`src/hw/rtl/dq_pkg.sv`:
```
// Shared types and codes for the double-ended queue.
// Used by the queue top level; no dependencies.
package dq_pkg;

  // Operation requested by one request.
  typedef enum logic [1:0] {
    KIND_PUSH_FRONT = 2'd0,
    KIND_PUSH_REAR  = 2'd1,
    KIND_POP_FRONT  = 2'd2,
    KIND_POP_REAR   = 2'd3
  } kind_t;

  // Completion status reported with each result.
  typedef enum logic [1:0] {
    ST_OK    = 2'd0,
    ST_EMPTY = 2'd1,
    ST_FULL  = 2'd2,
    ST_RSVD  = 2'd3
  } status_t;

  localparam int unsigned ValueWidth = 32;

endpackage

```
`src/hw/rtl/dq_ram.sv`:
```
// Generic single-clock RAM with one write port and one registered read port.
// No dependencies.
module dq_ram #(
  parameter int unsigned WIDTH = 32,
  parameter int unsigned DEPTH = 16
) (
  input  logic                     clk,
  input  logic                     we,
  input  logic [$clog2(DEPTH)-1:0] waddr,
  input  logic [WIDTH-1:0]         wdata,
  input  logic                     re,
  input  logic [$clog2(DEPTH)-1:0] raddr,
  output logic [WIDTH-1:0]         rdata
);

  logic [WIDTH-1:0] mem [DEPTH];

  // Write port and registered read; a read of the word being written returns the old contents.
  always_ff @(posedge clk) begin
    if (we) begin
      mem[waddr] <= wdata;
    end
    if (re) begin
      rdata <= mem[raddr];
    end
  end

endmodule

```
`src/hw/rtl/double_ended_queue.sv`:
```
// Double-ended queue top level: ring pointers, occupancy and result logic.
// Depends on dq_pkg and dq_ram.
//
// A request is taken at every clock edge where start is high; busy is never
// raised, so one request per cycle is sustained. Each request gets exactly
// one result, presented for a single cycle with done high, in the cycle after
// the request is taken: the entry store is a RAM with a registered read, and
// results line up with it. The receiver cannot stall results. A push into
// a full queue reports full, a pop from an empty queue reports empty, and in
// both cases the queue is left unchanged; pushes and errors return zero.
module double_ended_queue #(
  parameter int unsigned DEPTH = 16
) (
  input  logic        clk,
  input  logic        rst,
  input  logic        start,
  output logic        busy,
  input  logic [1:0]  kind,
  input  logic signed [31:0] value,
  output logic        done,
  output logic signed [31:0] popped_value,
  output logic [1:0]  status
);

  localparam int unsigned AW = (DEPTH > 1) ? $clog2(DEPTH) : 1;
  localparam int unsigned CW = $clog2(DEPTH + 1);
  localparam logic [AW-1:0] LastSlot = AW'(DEPTH - 1);
  localparam logic [CW-1:0] FullCount = CW'(DEPTH);

  logic [AW-1:0] front_index;
  logic [AW-1:0] front_index_next;
  logic [AW-1:0] rear_index;
  logic [AW-1:0] rear_index_next;
  logic [CW-1:0] occupancy;
  logic [CW-1:0] occupancy_next;

  logic [AW-1:0] front_prev, front_succ, rear_prev, rear_succ;
  logic          accept, is_full, is_empty;
  logic          mem_we, mem_re;
  logic [AW-1:0] mem_waddr, mem_raddr;
  logic [31:0]   mem_rdata;
  dq_pkg::status_t status_d;
  dq_pkg::status_t status_q;
  logic          pop_q;

  assign busy   = 1'b0;
  assign accept = start && !busy;

  assign is_full  = (occupancy == FullCount);
  assign is_empty = (occupancy == '0);

  // Neighbor slots with wrap at the end of the ring.
  assign front_prev = (front_index == '0) ? LastSlot : front_index - AW'(1);
  assign front_succ = (front_index == LastSlot) ? '0 : front_index + AW'(1);
  assign rear_prev  = (rear_index == '0) ? LastSlot : rear_index - AW'(1);
  assign rear_succ  = (rear_index == LastSlot) ? '0 : rear_index + AW'(1);

  // Decode the request into pointer moves and at most one memory access.
  always_comb begin
    front_index_next = front_index;
    rear_index_next  = rear_index;
    occupancy_next   = occupancy;
    mem_we           = 1'b0;
    mem_re           = 1'b0;
    mem_waddr        = rear_index;
    mem_raddr        = front_index;
    status_d         = dq_pkg::ST_OK;
    if (accept) begin
      unique case (dq_pkg::kind_t'(kind))
        dq_pkg::KIND_PUSH_FRONT: begin
          if (is_full) begin
            status_d = dq_pkg::ST_FULL;
          end else begin
            front_index_next = front_prev;
            mem_we           = 1'b1;
            mem_waddr        = front_prev;
            occupancy_next   = occupancy + CW'(1);
          end
        end
        dq_pkg::KIND_PUSH_REAR: begin
          if (is_full) begin
            status_d = dq_pkg::ST_FULL;
          end else begin
            rear_index_next = rear_succ;
            mem_we          = 1'b1;
            mem_waddr       = rear_index;
            occupancy_next  = occupancy + CW'(1);
          end
        end
        dq_pkg::KIND_POP_FRONT: begin
          if (is_empty) begin
            status_d = dq_pkg::ST_EMPTY;
          end else begin
            front_index_next = front_succ;
            mem_re           = 1'b1;
            mem_raddr        = front_index;
            occupancy_next   = occupancy - CW'(1);
          end
        end
        dq_pkg::KIND_POP_REAR: begin
          if (is_empty) begin
            status_d = dq_pkg::ST_EMPTY;
          end else begin
            rear_index_next = rear_prev;
            mem_re          = 1'b1;
            mem_raddr       = rear_prev;
            occupancy_next  = occupancy - CW'(1);
          end
        end
        default: begin
          status_d = dq_pkg::ST_OK;
        end
      endcase
    end
  end

  // Pointer and count registers.
  always_ff @(posedge clk) begin
    if (rst) begin
      front_index <= '0;
      rear_index  <= '0;
      occupancy   <= '0;
    end else begin
      front_index <= front_index_next;
      rear_index  <= rear_index_next;
      occupancy   <= occupancy_next;
    end
  end

  // Result stage: lines up with the read data of the entry store.
  always_ff @(posedge clk) begin
    if (rst) begin
      done     <= 1'b0;
      pop_q    <= 1'b0;
      status_q <= dq_pkg::ST_OK;
    end else begin
      done     <= accept;
      pop_q    <= mem_re;
      status_q <= status_d;
    end
  end

  dq_ram #(
    .WIDTH(dq_pkg::ValueWidth),
    .DEPTH(DEPTH)
  ) u_entries (
    .clk  (clk),
    .we   (mem_we),
    .waddr(mem_waddr),
    .wdata(value),
    .re   (mem_re),
    .raddr(mem_raddr),
    .rdata(mem_rdata)
  );

  assign popped_value = pop_q ? mem_rdata : '0;
  assign status       = status_q;

  // The count never passes the ring size.
  a_occ_bound: assert property (@(posedge clk) disable iff (rst)
    occupancy <= FullCount)
    else $error("occupancy exceeds depth");

  // Every request yields exactly one result on the next cycle.
  a_one_result: assert property (@(posedge clk) disable iff (rst)
    accept |=> done)
    else $error("result missing after request");

  // Without a request the count holds.
  a_idle_hold: assert property (@(posedge clk) disable iff (rst)
    !accept |=> $stable(occupancy) && !done)
    else $error("state changed without a request");

  // A full report only comes from a full queue.
  a_full_cause: assert property (@(posedge clk) disable iff (rst)
    done && status_q == dq_pkg::ST_FULL |-> $past(occupancy) == FullCount)
    else $error("full reported on a queue with room");

  // A successful pop removes exactly one element.
  a_pop_count: assert property (@(posedge clk) disable iff (rst)
    done && pop_q |-> occupancy == $past(occupancy) - CW'(1))
    else $error("pop did not decrement occupancy");

endmodule
```
`config.mk`:
```
export PLATFORM = sky130hd
export DESIGN_NAME = double_ended_queue
export DESIGN_NICKNAME = d
export VERILOG_FILES = /design/src/hw/rtl/dq_pkg.sv /design/src/hw/rtl/dq_ram.sv /design/src/hw/rtl/double_ended_queue.sv
export SDC_FILE = /design/constraint.sdc
export NUM_CORES = 1
export LEC_CHECK = 0
export ABC_CLOCK_PERIOD_IN_PS = 11150
export BUFFER_PORTS_ARGS = -buffer_cell sky130_fd_sc_hd__buf_2
export CAP_MARGIN = 25
export CORE_MARGIN = 1.5
export CORE_UTILIZATION = 45
export DETAILED_ROUTE_END_ITERATION = 12
export HOLD_SLACK_MARGIN = 0.05
export PLACE_DENSITY_LB_ADDON = 0.12
export REMOVE_ABC_BUFFERS = 1
export SLEW_MARGIN = 20
export SYNTH_ARGS = -nofsm -noshare
export SYNTH_HDL_FRONTEND = slang
export SYNTH_SLANG_ARGS = --single-unit
```
`constraint.sdc`:
```
create_clock -name clk -period 11.15 [get_ports clk]
set_input_delay 0.5575 -clock clk [delete_from_list [all_inputs] [get_ports clk]]
set_output_delay 0.5575 -clock clk [all_outputs]
set_load 0.05 [all_outputs]
```
== After elaboration in Yosys (flattened, before gate mapping) ==
Memory sizes are Yosys's and may differ from the RTL's. A register that Yosys moved wholly into a read port is not among the register bits.
Index checks and enable logic that the tools add are counted.

* Bitwise logic cells: 1
* Add/sub/neg operators: 6
* Eq/ne operators: 12
* Reductions and logical operators: 12
* Mux-type cells: 31

{| class="wikitable"
|+ Operators by type and width
! operator !! number
|-
| 2-to-1 mux 4 bit || 14
|-
| 2-to-1 mux 32 bit || 1
|-
| case mux 4 bit (2 select lines) || 2
|-
| inequality test 2 bit, second input constant || 6
|-
| 2-to-1 mux 5 bit || 2
|-
| case mux 5 bit (2 select lines) || 1
|-
| 2-to-1 mux 1 bit || 9
|-
| adder 4 x 1 -> 4 bit, second input constant || 2
|-
| == test 4 bit, second input constant || 2
|-
| zero test 4 bit || 2
|-
| AND reduction 4 bit || 2
|-
| subtractor 4 x 1 -> 4 bit, second input constant || 2
|-
| OR reduction 2 bit || 3
|-
| adder 5 x 1 -> 5 bit, second input constant || 1
|-
| == test 5 bit, second input constant || 1
|-
| zero test 5 bit || 1
|-
| subtractor 5 x 1 -> 5 bit, second input constant || 1
|-
| == test 2 bit, second input constant || 2
|-
| case mux 2 bit (2 select lines) || 1
|-
| nonzero test 2 bit || 2
|-
| AND reduction 3 bit || 1
|-
| == test 2 x 1 -> 1 bit, second input constant || 1
|-
| zero test 2 bit || 1
|-
| 2-to-1 mux 2 bit || 1
|-
| inverter 1 bit || 1
|}

* Input bits: 37
* Memories kept: 1
* Bits in registers: 17
* Logic and storage cells: 69
* Bits in writable memories: 512

{| class="wikitable"
|+ Memories
! name !! words !! width !! read ports !! clocked after memory_dff !! write ports !! line !! source
|-
| u_entries.mem || 16 || 32 || 1 || 1 || 1 || dq_ram.sv:16 || <nowiki>logic [WIDTH-1:0] mem [DEPTH];</nowiki>
|}

== Depth between registers and ports, before layout ==
Gate-level depths: netlist of run 1.

* Depth after elaboration: 6
* Depth in mapped cells: 10
* Mapped depth without buffers: 8

== Cells and area by module ==
A second synthesis of run 1 with hierarchy kept.

* Cell total of the unflattened synthesis: 1030
* Area, all modules: 21599.5 um^2

{| class="wikitable"
|+ Modules (own cells, without submodules)
! module !! cells an instance !! area each (um^2) !! times used !! sequential area each (um^2)
|-
| dq_ram || 838 || 20155.6 || 1 || 16335.7
|-
| double_ended_queue || 192 || 1443.9 || 1 || 340.3
|}

== Worst setup path after synthesis of run 1 ==
Ideal clock, no wire load.

* Path kind: flip-flop to flip-flop
* From: reg occupancy[3]
* To: mem u_entries.mem[9][0], enable pin
* Period minus slack after synthesis: 3.555 ns
* Stages on the path, launching flop included: 8
* Arrival time: 3.133 ns
* Slack: 7.595 ns
* Cells stage by stage: dfxtp_1 or4_1 buf_2 o211a_1 nor2b_1 mux2_2 nand2_1 nor2_1

* Word-level cells in the longest chain between the ends: 6
* Elaborated cells on any way between the ends: 9
* Classes of those cells: 1 x eq/ne; 8 x mux

{| class="wikitable"
|+ Ends and longest elaborated chain
! what !! line !! source
|-
| start, declared || double_ended_queue.sv:34 || <nowiki>logic [CW-1:0] occupancy;</nowiki>
|-
| start signal, assigned || double_ended_queue.sv:126 || <nowiki>occupancy <= occupancy_next;</nowiki>
|-
| == test 5 bit * || double_ended_queue.sv:49 || <nowiki>assign is_full = (occupancy == FullCount);</nowiki>
|-
| 2-to-1 mux 1 bit || double_ended_queue.sv:71, double_ended_queue.sv:81 ||
|-
| 2-to-1 mux 1 bit || -- ||
|-
| 2-to-1 mux 1 bit || double_ended_queue.sv:68 || <nowiki>if (accept) begin</nowiki>
|-
| 2-to-1 mux 1 bit || dq_ram.sv:20 || <nowiki>if (we) begin</nowiki>
|-
| 2-to-1 mux 1 bit (not written as such) || dq_ram.sv:21 || <nowiki>mem[waddr] <= wdata;</nowiki>
|-
| end, declared || dq_ram.sv:16 ||
|}

Mark *: on every way between the ends. The rest lies on a longest branch, timed or not.

== Final worst setup path of run 1 ==
* From: reg rear_index[0]
* To: reg u_entries.rdata[2], read port of u_entries.mem, data pin

* Word-level cells in the longest chain between the ends: 5
* Elaborated cells on any way between the ends: 6
* Classes of those cells: 1 x add/sub; 4 x mux; 1 x reduce/logical

{| class="wikitable"
|+ Ends and longest elaborated chain
! what !! line !! source
|-
| start, declared || double_ended_queue.sv:32 || <nowiki>logic [AW-1:0] rear_index;</nowiki>
|-
| start signal, assigned || double_ended_queue.sv:125 || <nowiki>rear_index <= rear_index_next;</nowiki>
|-
| subtractor 4 x 1 -> 4 bit / zero test 4 bit (equally long branches) || double_ended_queue.sv:55 || <nowiki>assign rear_prev = (rear_index == '0) ? LastSlot : rear_index - AW'(1);</nowiki>
|-
| 2-to-1 mux 4 bit * || double_ended_queue.sv:55 ||
|-
| 2-to-1 mux 4 bit * || double_ended_queue.sv:101 || <nowiki>if (is_empty) begin</nowiki>
|-
| 2-to-1 mux 4 bit * || -- ||
|-
| 2-to-1 mux 4 bit * || double_ended_queue.sv:68 ||
|-
| end, declared || dq_ram.sv:13 || <nowiki>output logic [WIDTH-1:0] rdata</nowiki>
|}

Marks and branches as above.
A chain may end at the register's enable or synchronous reset.

==> run metrics, run 1 <==
CTS sink count=561; pwr dens=200 nW/um^2; Max-cap violations=0; Rows=80; post-CTS setup buffers=0; Layout Cells excl Fill=2000; Total Nets Final=1385; sequential fraction of the synthesis area=76.4%; # DRC=0; worst path cell trace=inv_1, ha_1, mux2i_4, buf_12, buf_4, mux2i_1, o22ai_1, or4_1; Leak Pwr=between 7 and 8 nW; syn_area_per_cell=17.5 um^2; multiplexer share of the synthesized area=12.2%; Die Width=223 um; commonest non-fill, non-tap cell in the layout=edfxtp_1; crit path kind=reg2reg; Synth Area in XOR/XNOR=0.361%; Wirelength per Cell=around 26 um; via count=11300; GRT Overall Usage=about a fifth; CP arrival=between 4 and 5 ns; initial antenna violation count=3; endpoints failing setup=0; largest net degree at the start of global routing=between 100 and 150; Initial Util=45.6%; Worst slew margin=25.8%; Hold WC Path Type=in2reg; Via density=5.65; CTS tree=done; Final Instance Area=approximately 25000 um^2; HPWL after DPL=24100 um; DRT Wirelength=between 50000 and 60000 um; area taken by multi-input logic gates=roughly 5000 um^2; H-tree depth=2; Post-synth EDFFs=544; worst setup margin=6.83 ns; share of cells above drive strength 1=14.7%; Mapped Area=21800 um^2; gpl congestion=about 0.74; adder-cell share of the synthesized area=0.493%; Post-DP Area=23100 um^2; Final Max Tran Viols=0; cts hold-fix bufs=0; Startpoint Class=register; Req. time, crit path=11.49 ns; placed cell count=1895; status=finished clean; Slew @ Worst Pin=1.11 ns; Final Power=4.95 mW; combinational family with the most area after synthesis=multiplexers; post-synthesis cell type count=between 40 and 50; Post-Synth Simple-Gate Area=3.68%; num ports=73; post-route clock skew=~0.017 ns; fmax=0.232 GHz; Port Buffers=71; RSZ-0062 raised after global routing=no; first-pass GRT wire length=75400 um; FFs w/ async S/R, synth=0%; drt pass-1 iters=8; P&R area growth vs syn=13.5%; critical-path cell with the highest stage delay=buf_4; Final Util=approximately half; post-synthesis compound-gate area fraction=5.30%; Synth Flop Type=edfxtp_1; Worst-Skew Late Latency=0.60 ns; Routed Antenna Nets=0; grt ovf=0; Initial DRC Count=868; Die Y=223 um; final hold vios=0; Post-Syn Instances=between 1000 and 1500; Worst-path clk slew=about 0.06 ns; Ys Warns=0; number of global-route vias before repair=11500; worst-case clock buffer depth=3; Root Buffer=clkbuf_16; Final min period=about 4.3 ns; Worst Path Max Fanout=around 140; CTS Buf Count=57; register area=16700 um^2; # resized after CTS=0; number of synthesized register bits=561; core footprint=between 40000 and 50000 um^2; fin crit share=38.7%; commonest cells after routing, fill and taps aside=edfxtp_1, mux2i_1, o22ai_1; Max VDD drop=0.000145 V; Max stage delay on crit path=0.92 ns; die footprint=49900 um^2; CP endpoint kind=register; worst slack at placement=about 6.5 ns; Fill cells=about 4000
-- worst max-delay path: cells and delay by family, from the launching register on --
kind            cells  cell delay [ns]
buf+inv             3             1.74
simple gates        1             0.53
flops               1             0.50
mux                 2             0.49
fa+ha+maj           1             0.39
compound gates      1             0.10
-- final timing paths --
check                        to  cells after the start  slack (ns)           start
max          u_entries.rdata[2]                      8        6.83   rear_index[0]
max reg2reg  u_entries.rdata[2]                      8        6.83   rear_index[0]
min reg2reg      front_index[1]                      2        0.53  front_index[1]
min                        done                      2        0.31           start
-- state kept, by name, indices dropped and copies added (netlist names) --
name and count:
u_entries.mem 512, u_entries.rdata 32, occupancy 5, front_index 4, rear_index 4, status 2
done 1, pop_q 1
-- cell usage after synthesis, types with 2 or more instances --
cell        n  share of area (%)
xor2_1      2              0.080
xnor2_1     7               0.28
inv_1      11               0.19
nor2b_1     4               0.11
o32ai_1     3               0.12
o21ai_0    12               0.28
o22ai_1   129                3.7
a211oi_1    3               0.10
and3_1      4               0.11
edfxtp_1  544                 75
or4_1      33                1.1
nor3_1      4              0.092
clkbuf_1   22               0.38
mux2_2      3               0.15
a21o_1      2              0.069
o31ai_1     3               0.10
nand3_1     5               0.11
nand2_1    23               0.40
mux2i_1   262                 12
dfxtp_1    17                1.6
a21oi_1    14               0.32
nor2_1     33               0.57
and2_1     32               0.92
ha_1        7               0.40
buf_1       3              0.052
buf_2      42               0.96
o211ai_1    2              0.069
-- through the flow --
step	TNS, ns	hold WS [ns]
finish	0	0.314
global route	0	0.310
CTS	0	0.282
detailed placement	0	0.521
global placement	0	0.517
floorplan	-326.29	0.485
-- kinds of logic (layout without fill, tap and decap cells) --
| logic type | count (synthesis) | in the layout |
|---|---|---|
| multiplexers | 265 | 265 |
| XOR/XNOR | 9 | 9 |
| buffers and inverters | 79 | 217 |
| adder cells (fa/ha/maj) | 8 | 8 |
| AND/OR/NAND/NOR | 143 | 143 |
| other | 1 | 2 |
| AO/OA/AOI/OAI | 180 | 180 |
| flip-flops | 561 | 561 |
-- report_power, final --
group / switching [mW] / internal (mW) / total (mW)
logic: 0.470 / 0.281 / 0.751
registers: 0.0342 / 2.41 / 2.44
clock network: 0.767 / 0.987 / 1.75
-- layout make-up --
class	count	share of cell area, %
Multi-Input combinational cell	606	20.0
Tap cell	615	3.10
Inverter	11	0.167
Antenna cell	1	0.0101
Clock buffer	77	6.23
Clock inverter	26	0.596
Timing Repair Buffer	103	2.58
Sequential cell	561	67.3
-- per-layer routing --
layer	global-route usage [%]	wire, um	up-vias
li1	-	-	5170
met5	0	25	-
met2	33.7	24400	284
met1	29.8	23400	5775
met3	3.20	2610	76
met4	5.75	1050	4
(Power assumes the default switching activity.)
==> inputs of run 2 (changes only) <==
--- a/config.mk
+++ b/config.mk
@@ -5,7 +5,7 @@
 export SDC_FILE = /design/constraint.sdc
 export NUM_CORES = 1
 export LEC_CHECK = 0
-export ABC_CLOCK_PERIOD_IN_PS = 11150
+export ABC_CLOCK_PERIOD_IN_PS = 4100
 export BUFFER_PORTS_ARGS = -buffer_cell sky130_fd_sc_hd__buf_2
 export CAP_MARGIN = 25
 export CORE_MARGIN = 1.5
==> constraint.sdc (replaced) <==
create_clock -name clk -period 4.1 [get_ports clk]
set_input_delay 0.205 -clock clk [delete_from_list [all_inputs] [get_ports clk]]
set_output_delay 0.205 -clock clk [all_outputs]
set_load 0.05 [all_outputs]
==> run 2 against run 1 <==
  * Sequential cell count did not move
  * First-iteration DRC count down 11%
  * Cell count grew 2.2%
==> run metrics, run 2 (synthesized netlist as in run 1, its figures left out) <==
status=finished clean; die footprint=~50000 um^2; fin crit share=79.9%; commonest non-fill, non-tap cell in the layout=edfxtp_1; RSZ-0062 raised after global routing=no; Final Max Tran Viols=0; worst-case clock buffer depth=3; CTS sink count=561; CTS Buf Count=57; crit path kind=reg2reg; Max stage delay on crit path=0.66 ns; final hold vios=0; Most flops, register=u_entries.mem; cell family with most CP delay=simple AND/OR/NAND/NOR gates; Worst-path clk slew=0.06 ns; fmax=0.305 GHz; Max VDD drop=0.000306 V; post-route clock skew=0.0139 ns; Slew @ Worst Pin=~0.84 ns; CP endpoint kind=register; Wirelength per Cell=24.7 um; GRT Overall Usage=approximately 20%; Die Width=223 um; P&R area growth vs syn=16.0%; Max-cap violations=0; Root Buffer=clkbuf_16; worst hold slack=around 0.11 ns; HP Start=kind[1]; largest net degree at the start of global routing=65; Startpoint Class=register; HPWL after DPL=28400 um; DRT Wirelength=50500 um; Total Nets Final=1436; gpl congestion=around 0.75; Req. time, crit path=4.39 ns; Final Instance Area=25300 um^2; pwr dens=~530 nW/um^2; Hold WC Path Type=in2reg; hold depth=4; Initial Util=between 40% and 50%; Worst-Skew Late Latency=0.60 ns; CP bufs+invs=1; via count=11300; num ports=73; commonest cells after routing, fill and taps aside=edfxtp_1, mux2i_1, o22ai_1; grt ovf=0; # DRC=0; Routed Antenna Nets=0; endpoints failing setup=0; CP Launch Point=occupancy[3]; Worst slew margin=43.5%; Port Buffers=71; max reg flops=512; Leak Pwr=8.11 nW; Worst Hold Endpoint=status[0]; worst path cell trace=or4_1, o211a_1, nor2b_1, mux2i_1, nand2_1, nor2_4, buf_12; # resized after CTS=0; drt pass-1 iters=5; Initial DRC Count=771; Critical R2R Capture=u_entries.mem[3][6]; CTS tree=done; Post-DP Area=23300 um^2; Die Y=about 220 um; Worst R2R Start=occupancy[3]; cell depth of the worst flop-to-flop path=7; Rows=80; placed cell count=1912; post-CTS setup buffers=0; initial antenna violation count=2; Via density=5.55; cts hold-fix bufs=35; first-pass GRT wire length=74800 um; core footprint=between 40000 and 50000 um^2; share of cells above drive strength 1=15.2%; Worst Path Max Fanout=21; R2R Setup Slk=0.82 ns; Final min period=between 3 and 4 ns; H-tree depth=2; CP arrival=3.57 ns; Largest regs=u_entries.mem x512, u_entries.rdata x32, occupancy x5; Layout Cells excl Fill=around 2000; number of global-route vias before repair=approximately 11000; critical-path cell with the highest stage delay=or4_1
run 2: cell count changes in the layout (fill, tap and decap cells not counted):
cell | before | now
dlygate4sd3_1 | 0 | 35
buf_12 | 2 | 14
buf_4 | 29 | 34
clkinv_1 | 17 | 14
inv_6 | 3 | 0
clkbuf_1 | 18 | 16
buf_16 | 1 | 0
clkbuf_16 | 59 | 58
clkinv_2 | 4 | 5
clkinv_8 | 0 | 1
clkinvlp_4 | 1 | 0
run 2: worst min-delay path, stage by stage:
cell and delay, ns:
buf_2 0.12, buf_4 0.19, nand2_1 0.09, nor3_1 0.04
run 2: final cells by class:
type                    instances  area (um^2)
fillers                      3881        22500
repair buffers                154         1240
diodes                          1         2.50
clock buffers                  74         1510
flip-flops and latches        561        16700
well taps                     615          769
inverters                      11         41.3
multi-input cells             606         4970
clock inverters                21          124
run 2: how the worst max path moves through the flow:
stage / depth (start not counted) / endpoint / slack, ns
after floorplan: 6 / u_entries.rdata[0] / -17.21
after global placement: 7 / u_entries.mem[3][29] / 0.83
after detailed placement: 7 / u_entries.mem[1][29] / 0.81
after CTS: 7 / u_entries.mem[1][6] / 0.80
after global routing: 9 / u_entries.rdata[4] / 0.60
final: 7 / u_entries.mem[3][6] / 0.82
run 2: where the power goes:
part / switching (mW) / internal [mW] / total, mW
sequential: 0.102 / 6.55 / 6.65
combinational: 1.27 / 0.829 / 2.10
clock: 2.04 / 2.62 / 4.66
total: 3.41 / 10.0 / 13.4
run 2: through the flow:
step | utilization [%] | TNS [ns] | setup WS [ns] | power, mW
after floorplan | - | -550.65 | -17.21 | 8.44
after global placement | 48.8 | 0 | 0.829 | 8.85
after detailed placement | 48.8 | 0 | 0.810 | 8.87
after CTS | 52.9 | 0 | 0.803 | 13.6
after global routing | 52.9 | 0 | 0.604 | 13.9
final | 52.9 | 0 | 0.823 | 13.4
run 2: routing by layer:
metal	track usage, %	up-vias	wire [um]
met4	4.12	0	693
li1	-	5273	-
met2	33.6	239	24500
met5	0	-	0
met1	29.1	5782	23300
met3	3.16	54	1950
